`config.mk`:
```
export PLATFORM = sky130hd
export DESIGN_NAME = wildcard_byte_pattern_scanner
export DESIGN_NICKNAME = d
export VERILOG_FILES = /design/src/wbps_pkg.sv /design/src/wbps_cell.sv /design/src/wbps_out_buf.sv /design/src/wildcard_byte_pattern_scanner.sv
export VERILOG_INCLUDE_DIRS = /design/src /design/src/src
export SDC_FILE = /design/constraint.sdc
export NUM_CORES = 2
export LEC_CHECK = 0
export BUFFER_PORTS_ARGS = -buffer_cell sky130_fd_sc_hd__buf_2
export CORE_MARGIN = 4
export CORE_UTILIZATION = 40
export DETAILED_ROUTE_END_ITERATION = 16
export PLACE_DENSITY = 0.67
export SYNTH_ARGS = -nofsm -noshare
export SYNTH_HDL_FRONTEND = slang
export SYNTH_SLANG_ARGS = --single-unit
```
`constraint.sdc`:
```
create_clock -name clock -period 27.4 [get_ports clock]
set_clock_uncertainty 0.2 [all_clocks]
set_input_delay 0 -clock clock [delete_from_list [all_inputs] [get_ports clock]]
set_output_delay 0 -clock clock [all_outputs]
set_load 0.03 [all_outputs]
```
`src/wildcard_byte_pattern_scanner_assert.svh`:
```
// Assertion macros for the wildcard byte pattern scanner.
// Expects signals named clock and reset in the including scope.
`ifndef WILDCARD_BYTE_PATTERN_SCANNER_ASSERT_SVH
`define WILDCARD_BYTE_PATTERN_SCANNER_ASSERT_SVH

// Same-cycle implication, checked outside reset.
`define WBPS_ASSERT_IMPLIES(label, ante, cons) \
   label: assert property (@(posedge clock) disable iff (reset) (ante) |-> (cons)) \
      else $error("wbps assertion failed: same-cycle implication");

// Next-cycle implication, checked outside reset.
`define WBPS_ASSERT_NEXT(label, ante, cons) \
   label: assert property (@(posedge clock) disable iff (reset) (ante) |=> (cons)) \
      else $error("wbps assertion failed: next-cycle implication");

`endif

```
`src/wbps_pkg.sv`:
```
// Shared types, constants and helper functions of the wildcard byte pattern scanner.
// Used by wbps_cell, wbps_out_buf and wildcard_byte_pattern_scanner; no dependencies.
`default_nettype none
package wbps_pkg;

   localparam int MAX_PATTERN_LEN = 16;
   localparam int COUNT_WIDTH     = 32;
   localparam int NUM_CELLS       = MAX_PATTERN_LEN - 1;
   localparam int LEN_W           = 5;
   localparam int ADDR_W          = 48;
   localparam int CSR_INDEX_W     = 3;
   localparam int CSR_DATA_W      = 64;

   typedef logic [CSR_INDEX_W-1:0] csr_index_type;

   localparam csr_index_type CSR_PATTERN_LOW  = 3'd0;
   localparam csr_index_type CSR_PATTERN_HIGH = 3'd1;
   localparam csr_index_type CSR_WILDCARD     = 3'd2;
   localparam csr_index_type CSR_LENGTH       = 3'd3;
   localparam csr_index_type CSR_BASE         = 3'd4;

   typedef struct packed {
      logic [7:0] data_byte;
      logic       last_byte;
   } req_type;

   typedef struct packed {
      logic              found;
      logic [ADDR_W-1:0] match_address;
   } rsp_type;

   // What one window position is compared against.
   typedef struct packed {
      logic       in_use;
      logic       wild;
      logic [7:0] pattern;
   } lane_cfg_type;

   function automatic logic [7:0] pattern_byte(input logic [63:0]      low,
                                               input logic [63:0]      high,
                                               input logic [LEN_W-1:0] k);
      logic [7:0] result;
      result = 8'h00;
      if (k < LEN_W'(8)) begin
         result = low[{k[2:0], 3'b000} +: 8];
      end else if (k < LEN_W'(16)) begin
         result = high[{k[2:0], 3'b000} +: 8];
      end
      return result;
   endfunction

   function automatic logic pattern_wild(input logic [15:0]      mask,
                                         input logic [LEN_W-1:0] k);
      logic result;
      result = 1'b0;
      if (k < LEN_W'(16)) begin
         result = mask[k[3:0]];
      end
      return result;
   endfunction

   function automatic logic lane_ok(input lane_cfg_type lane, input logic [7:0] data);
      return !lane.in_use || lane.wild || (data == lane.pattern);
   endfunction

endpackage
`default_nettype wire

```
`src/wbps_cell.sv`:
```
// One window cell: holds a previous byte, passes it to the next cell, checks it.
// Depends on wbps_pkg.
`default_nettype none
module wbps_cell (
   input  wire logic                  clock,
   input  wire logic                  reset,
   input  wire logic                  shift_en,
   input  wire logic                  clear,
   input  wire logic [7:0]            prev_byte,
   input  wire wbps_pkg::lane_cfg_type lane,
   output logic [7:0]                 byte_out,
   output logic                       ok
);

   logic [7:0] byte_ff;
   logic [7:0] byte_in;

   always_comb begin
      byte_in = byte_ff;
      if (clear) begin
         byte_in = 8'h00;
      end else if (shift_en) begin
         byte_in = prev_byte;
      end
   end

   always_ff @(posedge clock) begin
      if (reset) begin
         byte_ff <= 8'h00;
      end else begin
         byte_ff <= byte_in;
      end
   end

   assign byte_out = byte_ff;
   assign ok       = wbps_pkg::lane_ok(lane, byte_ff);

endmodule
`default_nettype wire

```
`src/wbps_out_buf.sv`:
```
// Result output register with a skid entry behind it.
// Depends on wbps_pkg.
`default_nettype none
module wbps_out_buf (
   input  wire logic              clock,
   input  wire logic              reset,
   input  wire logic              push,
   input  wire wbps_pkg::rsp_type push_data,
   input  wire logic              rsp_stall,
   output logic                   rsp_valid,
   output wbps_pkg::rsp_type      rsp_data,
   output logic                   full
);

   logic              out_valid_ff, out_valid_in;
   wbps_pkg::rsp_type out_data_ff, out_data_in;
   logic              skid_valid_ff, skid_valid_in;
   wbps_pkg::rsp_type skid_data_ff, skid_data_in;
   logic              pop;

   assign pop = out_valid_ff && !rsp_stall;

   always_comb begin
      out_valid_in  = out_valid_ff;
      out_data_in   = out_data_ff;
      skid_valid_in = skid_valid_ff;
      skid_data_in  = skid_data_ff;
      if (skid_valid_ff) begin
         // No push can arrive while the skid entry is occupied.
         if (pop) begin
            out_valid_in  = 1'b1;
            out_data_in   = skid_data_ff;
            skid_valid_in = 1'b0;
         end
      end else if (out_valid_ff && !pop) begin
         if (push) begin
            skid_valid_in = 1'b1;
            skid_data_in  = push_data;
         end
      end else begin
         out_valid_in = push;
         if (push) begin
            out_data_in = push_data;
         end
      end
   end

   always_ff @(posedge clock) begin
      if (reset) begin
         out_valid_ff  <= 1'b0;
         skid_valid_ff <= 1'b0;
      end else begin
         out_valid_ff  <= out_valid_in;
         skid_valid_ff <= skid_valid_in;
      end
   end

   always_ff @(posedge clock) begin
      out_data_ff  <= out_data_in;
      skid_data_ff <= skid_data_in;
   end

   assign rsp_valid = out_valid_ff;
   assign rsp_data  = out_data_ff;
   assign full      = skid_valid_ff;

endmodule
`default_nettype wire

```
`src/wildcard_byte_pattern_scanner.sv`:
```
// Top level of the wildcard byte pattern scanner: registers, cell row, result buffer.
// Depends on wbps_pkg, wbps_cell, wbps_out_buf and wildcard_byte_pattern_scanner_assert.svh.
//
//   Channel | Direction | Handshake           | Beat contents
//   --------+-----------+---------------------+-------------------------------------
//   req     | in        | req_valid/req_stall | data_byte, last_byte
//   rsp     | out       | rsp_valid/rsp_stall | found, match_address
//   csr     | in        | csr_valid/csr_ready | csr_index, csr_data (one register)
//
// One byte is accepted per clock cycle while req_stall is low; the cell row compares every
// window position in parallel, and the compare and address add are combinational.
// A result beat appears on rsp in the cycle after the byte that caused it, or later while
// rsp is stalled and earlier results still wait ahead of it.
// Reset is synchronous and active high; it clears all registers but the result buffer's data, and the window.
// req_stall rises only when both the output register and its skid entry hold results.
`default_nettype none
module wildcard_byte_pattern_scanner (
   input  wire logic                              clock,
   input  wire logic                              reset,
   input  wire logic                              req_valid,
   output logic                                   req_stall,
   input  wire wbps_pkg::req_type                 req_data,
   output logic                                   rsp_valid,
   input  wire logic                              rsp_stall,
   output wbps_pkg::rsp_type                      rsp_data,
   input  wire logic                              csr_valid,
   output logic                                   csr_ready,
   input  wire logic [wbps_pkg::CSR_INDEX_W-1:0]  csr_index,
   input  wire logic [wbps_pkg::CSR_DATA_W-1:0]   csr_data
);

   `include "wildcard_byte_pattern_scanner_assert.svh"

   // Configuration registers. The user must change them only while the scanner is idle; not enforced.
   logic [63:0]                     pattern_low_ff;
   logic [63:0]                     pattern_high_ff;
   logic [15:0]                     wildcard_mask_ff;
   logic [wbps_pkg::LEN_W-1:0]      pattern_length_ff;
   logic [wbps_pkg::ADDR_W-1:0]     region_base_ff;

   // Scan state that is not held in the cells.
   logic [wbps_pkg::COUNT_WIDTH-1:0] bytes_seen_ff, bytes_seen_in;
   logic                             matched_ff, matched_in;

   logic                                     accept;
   logic                                     buf_full;
   logic [wbps_pkg::COUNT_WIDTH-1:0]         count_next;
   logic [wbps_pkg::COUNT_WIDTH-1:0]         match_offset;
   wbps_pkg::lane_cfg_type                   lane_cfg [wbps_pkg::MAX_PATTERN_LEN];
   logic [wbps_pkg::MAX_PATTERN_LEN-1:0]     lane_ok_vec;
   logic [7:0]                               cell_byte [wbps_pkg::NUM_CELLS];
   logic                                     length_usable;
   logic                                     hit;
   logic                                     result_push;
   wbps_pkg::rsp_type                        result;

   // The csr port never pushes back.
   assign csr_ready = 1'b1;

   always_ff @(posedge clock) begin
      if (reset) begin
         pattern_low_ff    <= '0;
         pattern_high_ff   <= '0;
         wildcard_mask_ff  <= '0;
         pattern_length_ff <= '0;
         region_base_ff    <= '0;
      end else if (csr_valid && csr_ready) begin
         case (csr_index)
            wbps_pkg::CSR_PATTERN_LOW: begin
               pattern_low_ff <= csr_data;
            end
            wbps_pkg::CSR_PATTERN_HIGH: begin
               pattern_high_ff <= csr_data;
            end
            wbps_pkg::CSR_WILDCARD: begin
               wildcard_mask_ff <= csr_data[15:0];
            end
            wbps_pkg::CSR_LENGTH: begin
               pattern_length_ff <= csr_data[wbps_pkg::LEN_W-1:0];
            end
            wbps_pkg::CSR_BASE: begin
               region_base_ff <= csr_data[wbps_pkg::ADDR_W-1:0];
            end
            default: begin
               // Writes to unused indexes are dropped.
            end
         endcase
      end
   end

   assign accept = req_valid && !req_stall;

   // Window position p holds the byte that arrived p beats ago (position 0 is the
   // incoming byte). With the pattern right-aligned on the newest byte, position p
   // is compared against pattern byte length-1-p, and only positions below length
   // take part in the match.
   for (genvar p = 0; p < wbps_pkg::MAX_PATTERN_LEN; p++) begin : g_lane
      logic [wbps_pkg::LEN_W-1:0] pat_index;
      assign pat_index = pattern_length_ff - wbps_pkg::LEN_W'(1)
                       - wbps_pkg::LEN_W'(p);
      assign lane_cfg[p].in_use  = 32'(pattern_length_ff) > 32'(p);
      assign lane_cfg[p].wild    = wbps_pkg::pattern_wild(wildcard_mask_ff, pat_index);
      assign lane_cfg[p].pattern = wbps_pkg::pattern_byte(pattern_low_ff, pattern_high_ff,
                                                          pat_index);
   end

   assign lane_ok_vec[0] = wbps_pkg::lane_ok(lane_cfg[0], req_data.data_byte);

   // The cell row: each cell takes its neighbor's byte on every accepted beat that
   // does not end the region, and is cleared by the beat that does.
   for (genvar c = 0; c < wbps_pkg::NUM_CELLS; c++) begin : g_cell
      logic [7:0] shift_byte;
      if (c == 0) begin : g_head
         assign shift_byte = req_data.data_byte;
      end else begin : g_body
         assign shift_byte = cell_byte[c-1];
      end
      wbps_cell u_cell (
         .clock     (clock),
         .reset     (reset),
         .shift_en  (accept && !req_data.last_byte),
         .clear     (accept && req_data.last_byte),
         .prev_byte (shift_byte),
         .lane      (lane_cfg[c+1]),
         .byte_out  (cell_byte[c]),
         .ok        (lane_ok_vec[c+1])
      );
   end

   // Byte count including the incoming byte, saturating at its all-ones value.
   assign count_next = (bytes_seen_ff == '1) ? bytes_seen_ff
                                             : bytes_seen_ff + wbps_pkg::COUNT_WIDTH'(1);

   assign length_usable = (pattern_length_ff != '0)
                       && (32'(pattern_length_ff) <= 32'(wbps_pkg::MAX_PATTERN_LEN));

   // A match needs a usable pattern, a nonzero base, enough bytes in the region and no
   // earlier match in the same region.
   assign hit = accept && !matched_ff && (region_base_ff != '0) && length_usable
             && (count_next >= wbps_pkg::COUNT_WIDTH'(pattern_length_ff))
             && (&lane_ok_vec);

   assign match_offset = count_next - wbps_pkg::COUNT_WIDTH'(pattern_length_ff);

   // At most one result per beat: a match, or not-found on the last byte of a region
   // that never matched.
   always_comb begin
      result.found         = 1'b0;
      result.match_address = '0;
      if (hit) begin
         result.found         = 1'b1;
         result.match_address = region_base_ff + wbps_pkg::ADDR_W'(match_offset);
      end
   end

   assign result_push = hit || (accept && req_data.last_byte && !matched_ff);

   always_comb begin
      bytes_seen_in = bytes_seen_ff;
      matched_in    = matched_ff;
      if (accept) begin
         if (req_data.last_byte) begin
            bytes_seen_in = '0;
            matched_in    = 1'b0;
         end else begin
            bytes_seen_in = count_next;
            matched_in    = matched_ff || hit;
         end
      end
   end

   always_ff @(posedge clock) begin
      if (reset) begin
         bytes_seen_ff <= '0;
         matched_ff    <= 1'b0;
      end else begin
         bytes_seen_ff <= bytes_seen_in;
         matched_ff    <= matched_in;
      end
   end

   wbps_out_buf u_out_buf (
      .clock     (clock),
      .reset     (reset),
      .push      (result_push),
      .push_data (result),
      .rsp_stall (rsp_stall),
      .rsp_valid (rsp_valid),
      .rsp_data  (rsp_data),
      .full      (buf_full)
   );

   assign req_stall = buf_full;

   // The skid entry only fills behind a waiting output beat.
   `WBPS_ASSERT_IMPLIES(a_stall_needs_output, req_stall, rsp_valid)
   // A not-found beat always carries a zero address.
   `WBPS_ASSERT_IMPLIES(a_notfound_zero_addr, rsp_valid && !rsp_data.found,
                        rsp_data.match_address == '0)
   // The match flag is only ever set inside a region that has seen bytes.
   `WBPS_ASSERT_IMPLIES(a_matched_has_count, matched_ff, bytes_seen_ff != '0)
   // The last byte of a region starts the next one from a clean count and flag.
   `WBPS_ASSERT_NEXT(a_last_clears_scan, accept && req_data.last_byte,
                     bytes_seen_ff == '0 && !matched_ff)

endmodule
`default_nettype wire
```
==> metrics list <==
- Global routing consumed, over all layers together, 27.6% of the routing resources.
* Cell occurring most often along the worst timing path: sky130_fd_sc_hd__buf_4
- In this run the worst hold path is classified as input port to flop.
- For this design, the CTS-stage hold fixing added 110 buffers.
- Post-Syn Nets: 3,925
- Sw frac: roughly 29%
* Most repeated cell in the gate-level netlist after synthesis: sky130_fd_sc_hd__nand2_1
- Largest net degree at the start of global routing: between 90 and 100
- After clock tree synthesis, the repair step resized 0 gates.
- Placeable core region: approximately 0.079 mm^2
* Number of nets in the finished design: 4,013
* Share of the clock period used by the worst path: 33.9%
* CP max stage cell: sky130_fd_sc_hd__buf_4
- Die Y: 290 um
- Sort of element at the start of the critical path: flop
- The H-tree was split into 2 levels.
- After detailed routing, the number of remaining DRC violations is 0.
- Placed Instance Area: 0.0331 mm^2
* Result of the run: finished, violations left
- Of the total power, the clock network draws a little over two fifths.
* Worst relative slew slack: 20.5%
- Per report_power, the combinational group accounts for 16.8% of the total.
- Final cell count without fillers: 4,961
- By area the synthesized netlist is led by sky130_fd_sc_hd__dfxtp_1 22%, sky130_fd_sc_hd__mux4_2 11%, sky130_fd_sc_hd__nand2_1 10%.
- Dividing the detail-routed wire length by the instance count gives 24.7 um.
- Leakage power of the design: 12.0 nW
- Signal arrival time at the worst endpoint: 9.35 ns
- Layout Cell Area excl Fill: about 0.036 mm^2
- Buffer levels on the longest clock path: 3
* Area Overhead vs Synth: 13.1%
* Initial antenna violation count: 2
* Remaining antenna violation count: 0
* Initial core utilization: 40.3%
- Skew-Pair Late Insertion Delay: 0.63 ns
- Worst-path cell chain: inv_2, ha_4, buf_4, buf_4, mux4_2, mux2_2, and2_1, or3_1, a32o_1, o32ai_1, and2_1, nand4_1, or4b_1, nor4_2, nand3_4, buf_4, a211oi_4, buf_4
* Largest delay contributor family on the critical path: buffers and inverters
- The worst-case IR drop observed on VDD is 0.0436 mV.
- Counting both buffers and inverters, the worst setup path holds a total of 5.
- Of the cells placed in the final design, the portion with a size suffix greater than 1 is 14.1%.
- Filler cell count: 7,698
- The HPWL after detailed placement is 92,100 um.
* Number of max-cap violations: 0
- Setup violations remaining at the end of the flow were counted as 0.
- After synthesis the netlist holds a flip-flop and latch count of 450.
* Via count: ~30,000
- A synthesized cell averages 8.40 um^2.
- Power per unit of standard cell area: around 47 mW/mm^2
- Unrepaired setup endpoints after global routing: false
* Overall power of the completed layout: 0.00169 W
* Cell count after synthesis: 3,784
* Final Max Slew Viols: 0
- Post-synth top cells: 871 x sky130_fd_sc_hd__nand2_1, 437 x sky130_fd_sc_hd__a21oi_1, 352 x sky130_fd_sc_hd__dfxtp_1
* IO Count: around 130
* Total of warnings raised by yosys: 0
* Highest attainable clock frequency: 108 MHz
* Net load switching power: 0.000494 W
* Number of CTS-inserted buffers: 50
- Actual slew at the worst max-slew pin: 1.18 ns
- First-pass GRT wire length: 179,000 um
* Worst Path Class, Setup: flop to flop
- Post-route worst hold slack: -0.00365 ns
- The pre-antenna-repair detailed-routing pass consisted of 6 iterations.
* Setup Total Neg Slack: 0 ns
- Final-report hold violation count: 1
- Summing every instance area after synthesis gives 0.0318 mm^2.
- STA classifies the critical path endpoint as a flop.
- The congestion estimate from routability-driven global placement came to 1.06.
- Sequential share of power: 41.5%
* Post-synthesis sequential area ratio: 31.4%
- Area fraction of the dominant cell type after synthesis: 22.2%
* Die width: 290 um
- Placed Instances: about 4,800
* Yosys cell types: 82
- Internal power comes to 0.00120 W.
- Of all nets on the critical path, the largest fanout is 69.
* Buffer type at the clock tree root: sky130_fd_sc_hd__clkbuf_16
* CTS tree: built
- After synthesis, the share of flip-flops with an asynchronous set or reset is 0%.
- Drt initial violations: 3,945
* Pre-CTS WS: 18.25 ns
- Violated checks: hold timing
* Total global routing overflow: 0
- Min cycle time layout: 9.29 ns
- Clk sink count: 450
- Total length of routed wires: between 100,000 and 150,000 um
- Final setup slack of the worst path: around 18 ns
* Number of buffers inserted to repair setup after CTS: 0
* Count of standard-cell rows: 103
- Required arrival time at the worst endpoint: 27.46 ns
- The floorplan step defined a die boundary enclosing 0.0840 mm^2.
- Predominant post-synthesis flop cell: sky130_fd_sc_hd__dfxtp_1
- Clock-pin slew of the registers on the worst-case setup and hold paths: 0.06 ns
- CP peak stage delay: approximately 0.87 ns
- The number of global-route vias before repair was approximately 27,000.
- Number of enable flip-flop cells after synthesis: 98
- Drt via density: between 6 and 7
- Count of input and output buffers: 131
* Largest area contributor in the netlist: sky130_fd_sc_hd__dfxtp_1
registers in the layout, summed over array words and instances, names as in the netlist:
signal / cells
region_base_ff: 48
g_cell.u_cell.byte_out: 120
u_out_buf.rsp_data: 49
u_out_buf.rsp_valid: 1
bytes_seen_ff: 32
pattern_low_ff: 64
pattern_length_ff: 5
pattern_high_ff: 64
u_out_buf.full: 1
wildcard_mask_ff: 16
matched_ff: 1
u_out_buf.skid_data_ff: 49
path summary, 6_finish.rpt:
check	start	endpoint	slack [ns]	cells past startpoint
max reg2reg	pattern_length_ff[0]	u_out_buf.skid_data_ff[36]	18.11	18
max	pattern_length_ff[0]	u_out_buf.skid_data_ff[36]	18.11	18
min reg2reg	g_cell[5].u_cell.byte_out[6]	g_cell[6].u_cell.byte_out[6]	0.30	2
min	csr_data[31]	pattern_high_ff[31]	-0.004	4
layout make-up:
cell class	instances	area, um^2	share of cell area (%)
Multi-Input combinational cell	3006	20500	57.2
Tap cell	1050	1310	3.66
Inverter	78	293	0.815
Sequential cell	450	10000	27.8
Clock inverter	25	363	1.01
Clock buffer	64	1320	3.68
Timing Repair Buffer	286	2100	5.85
Antenna cell	2	5.00	0.0139
through the flow:
| stage | util (%) | hold WS [ns] |
|---|---|---|
| 2_1_floorplan | - | -0.0640 |
| 3_3_place_gp | 42.0 | 0.0529 |
| 3_5_place_dp | 42.0 | 0.0582 |
| 4_1_cts | 45.6 | 0.00286 |
| 5_1_grt | 45.6 | 0.0222 |
| 6_report | 45.6 | -0.00365 |
power groups by stage:
| stage | Sequential [W] | Clock (W) | Combinational (W) |
|---|---|---|---|
| 2_1_floorplan | 0.000714 | 0 | 0.000173 |
| 3_3_place_gp | 0.000715 | 0 | 0.000262 |
| 3_5_place_dp | 0.000715 | 0 | 0.000263 |
| 4_1_cts | 0.000701 | 0.000716 | 0.000277 |
| 5_1_grt | 0.000702 | 0.000738 | 0.000299 |
| 6_report | 0.000702 | 0.000704 | 0.000284 |
cell families after synthesis:
logic type | after synthesis | synth area share [%]
multiplexers | 423 | 19.8
AND/OR/NAND/NOR | 1444 | 20.1
other | 1 | 0.0118
buffers and inverters | 328 | 4.39
AO/OA/AOI/OAI | 880 | 16.2
flip-flops | 450 | 31.4
XOR/XNOR | 198 | 5.64
adder cells (fa/ha/maj) | 60 | 2.41
layout by cell type, fill, tap and decap left out, types with 12 or more instances in the layout:
cell,instances
sky130_fd_sc_hd__xnor2_1,112
sky130_fd_sc_hd__inv_1,71
sky130_fd_sc_hd__o32ai_1,15
sky130_fd_sc_hd__mux2_2,96
sky130_fd_sc_hd__mux2i_1,173
sky130_fd_sc_hd__o21ai_1,28
sky130_fd_sc_hd__a21oi_1,437
sky130_fd_sc_hd__a31oi_1,31
sky130_fd_sc_hd__a211oi_1,33
sky130_fd_sc_hd__and2_1,22
sky130_fd_sc_hd__edfxtp_1,98
sky130_fd_sc_hd__nand2_1,870
sky130_fd_sc_hd__a21o_1,30
sky130_fd_sc_hd__nor4_1,23
sky130_fd_sc_hd__buf_4,45
sky130_fd_sc_hd__nor2b_1,14
sky130_fd_sc_hd__clkbuf_1,12
sky130_fd_sc_hd__nor3_1,53
sky130_fd_sc_hd__dlygate4sd3_1,110
sky130_fd_sc_hd__and3_1,34
sky130_fd_sc_hd__nand2b_1,15
sky130_fd_sc_hd__nand3_1,55
sky130_fd_sc_hd__o22ai_1,23
sky130_fd_sc_hd__ha_1,56
sky130_fd_sc_hd__nand4_1,42
sky130_fd_sc_hd__nor2_1,210
sky130_fd_sc_hd__o21ai_0,136
sky130_fd_sc_hd__xor2_1,79
sky130_fd_sc_hd__a22oi_1,47
sky130_fd_sc_hd__buf_2,130
sky130_fd_sc_hd__nor3b_1,13
sky130_fd_sc_hd__dfxtp_1,349
sky130_fd_sc_hd__clkbuf_16,50
sky130_fd_sc_hd__mux4_2,154
worst min-delay path, cell delays in order:
cell                            delay [ns]
sky130_fd_sc_hd__dlygate4sd3_1        0.53
sky130_fd_sc_hd__buf_2                0.15
sky130_fd_sc_hd__nand2_1              0.06
sky130_fd_sc_hd__a21oi_1              0.05
per-layer routing:
metal  routed length, um  global-route usage [%]  part of all wire (%)
met5                  11                       0                0.0090
met4                8790                    16.2                   7.2
met3               11200                    4.39                   9.1
met2               53500                    42.3                    44
met1               48800                    37.0                    40
(Power assumes the default switching activity.)
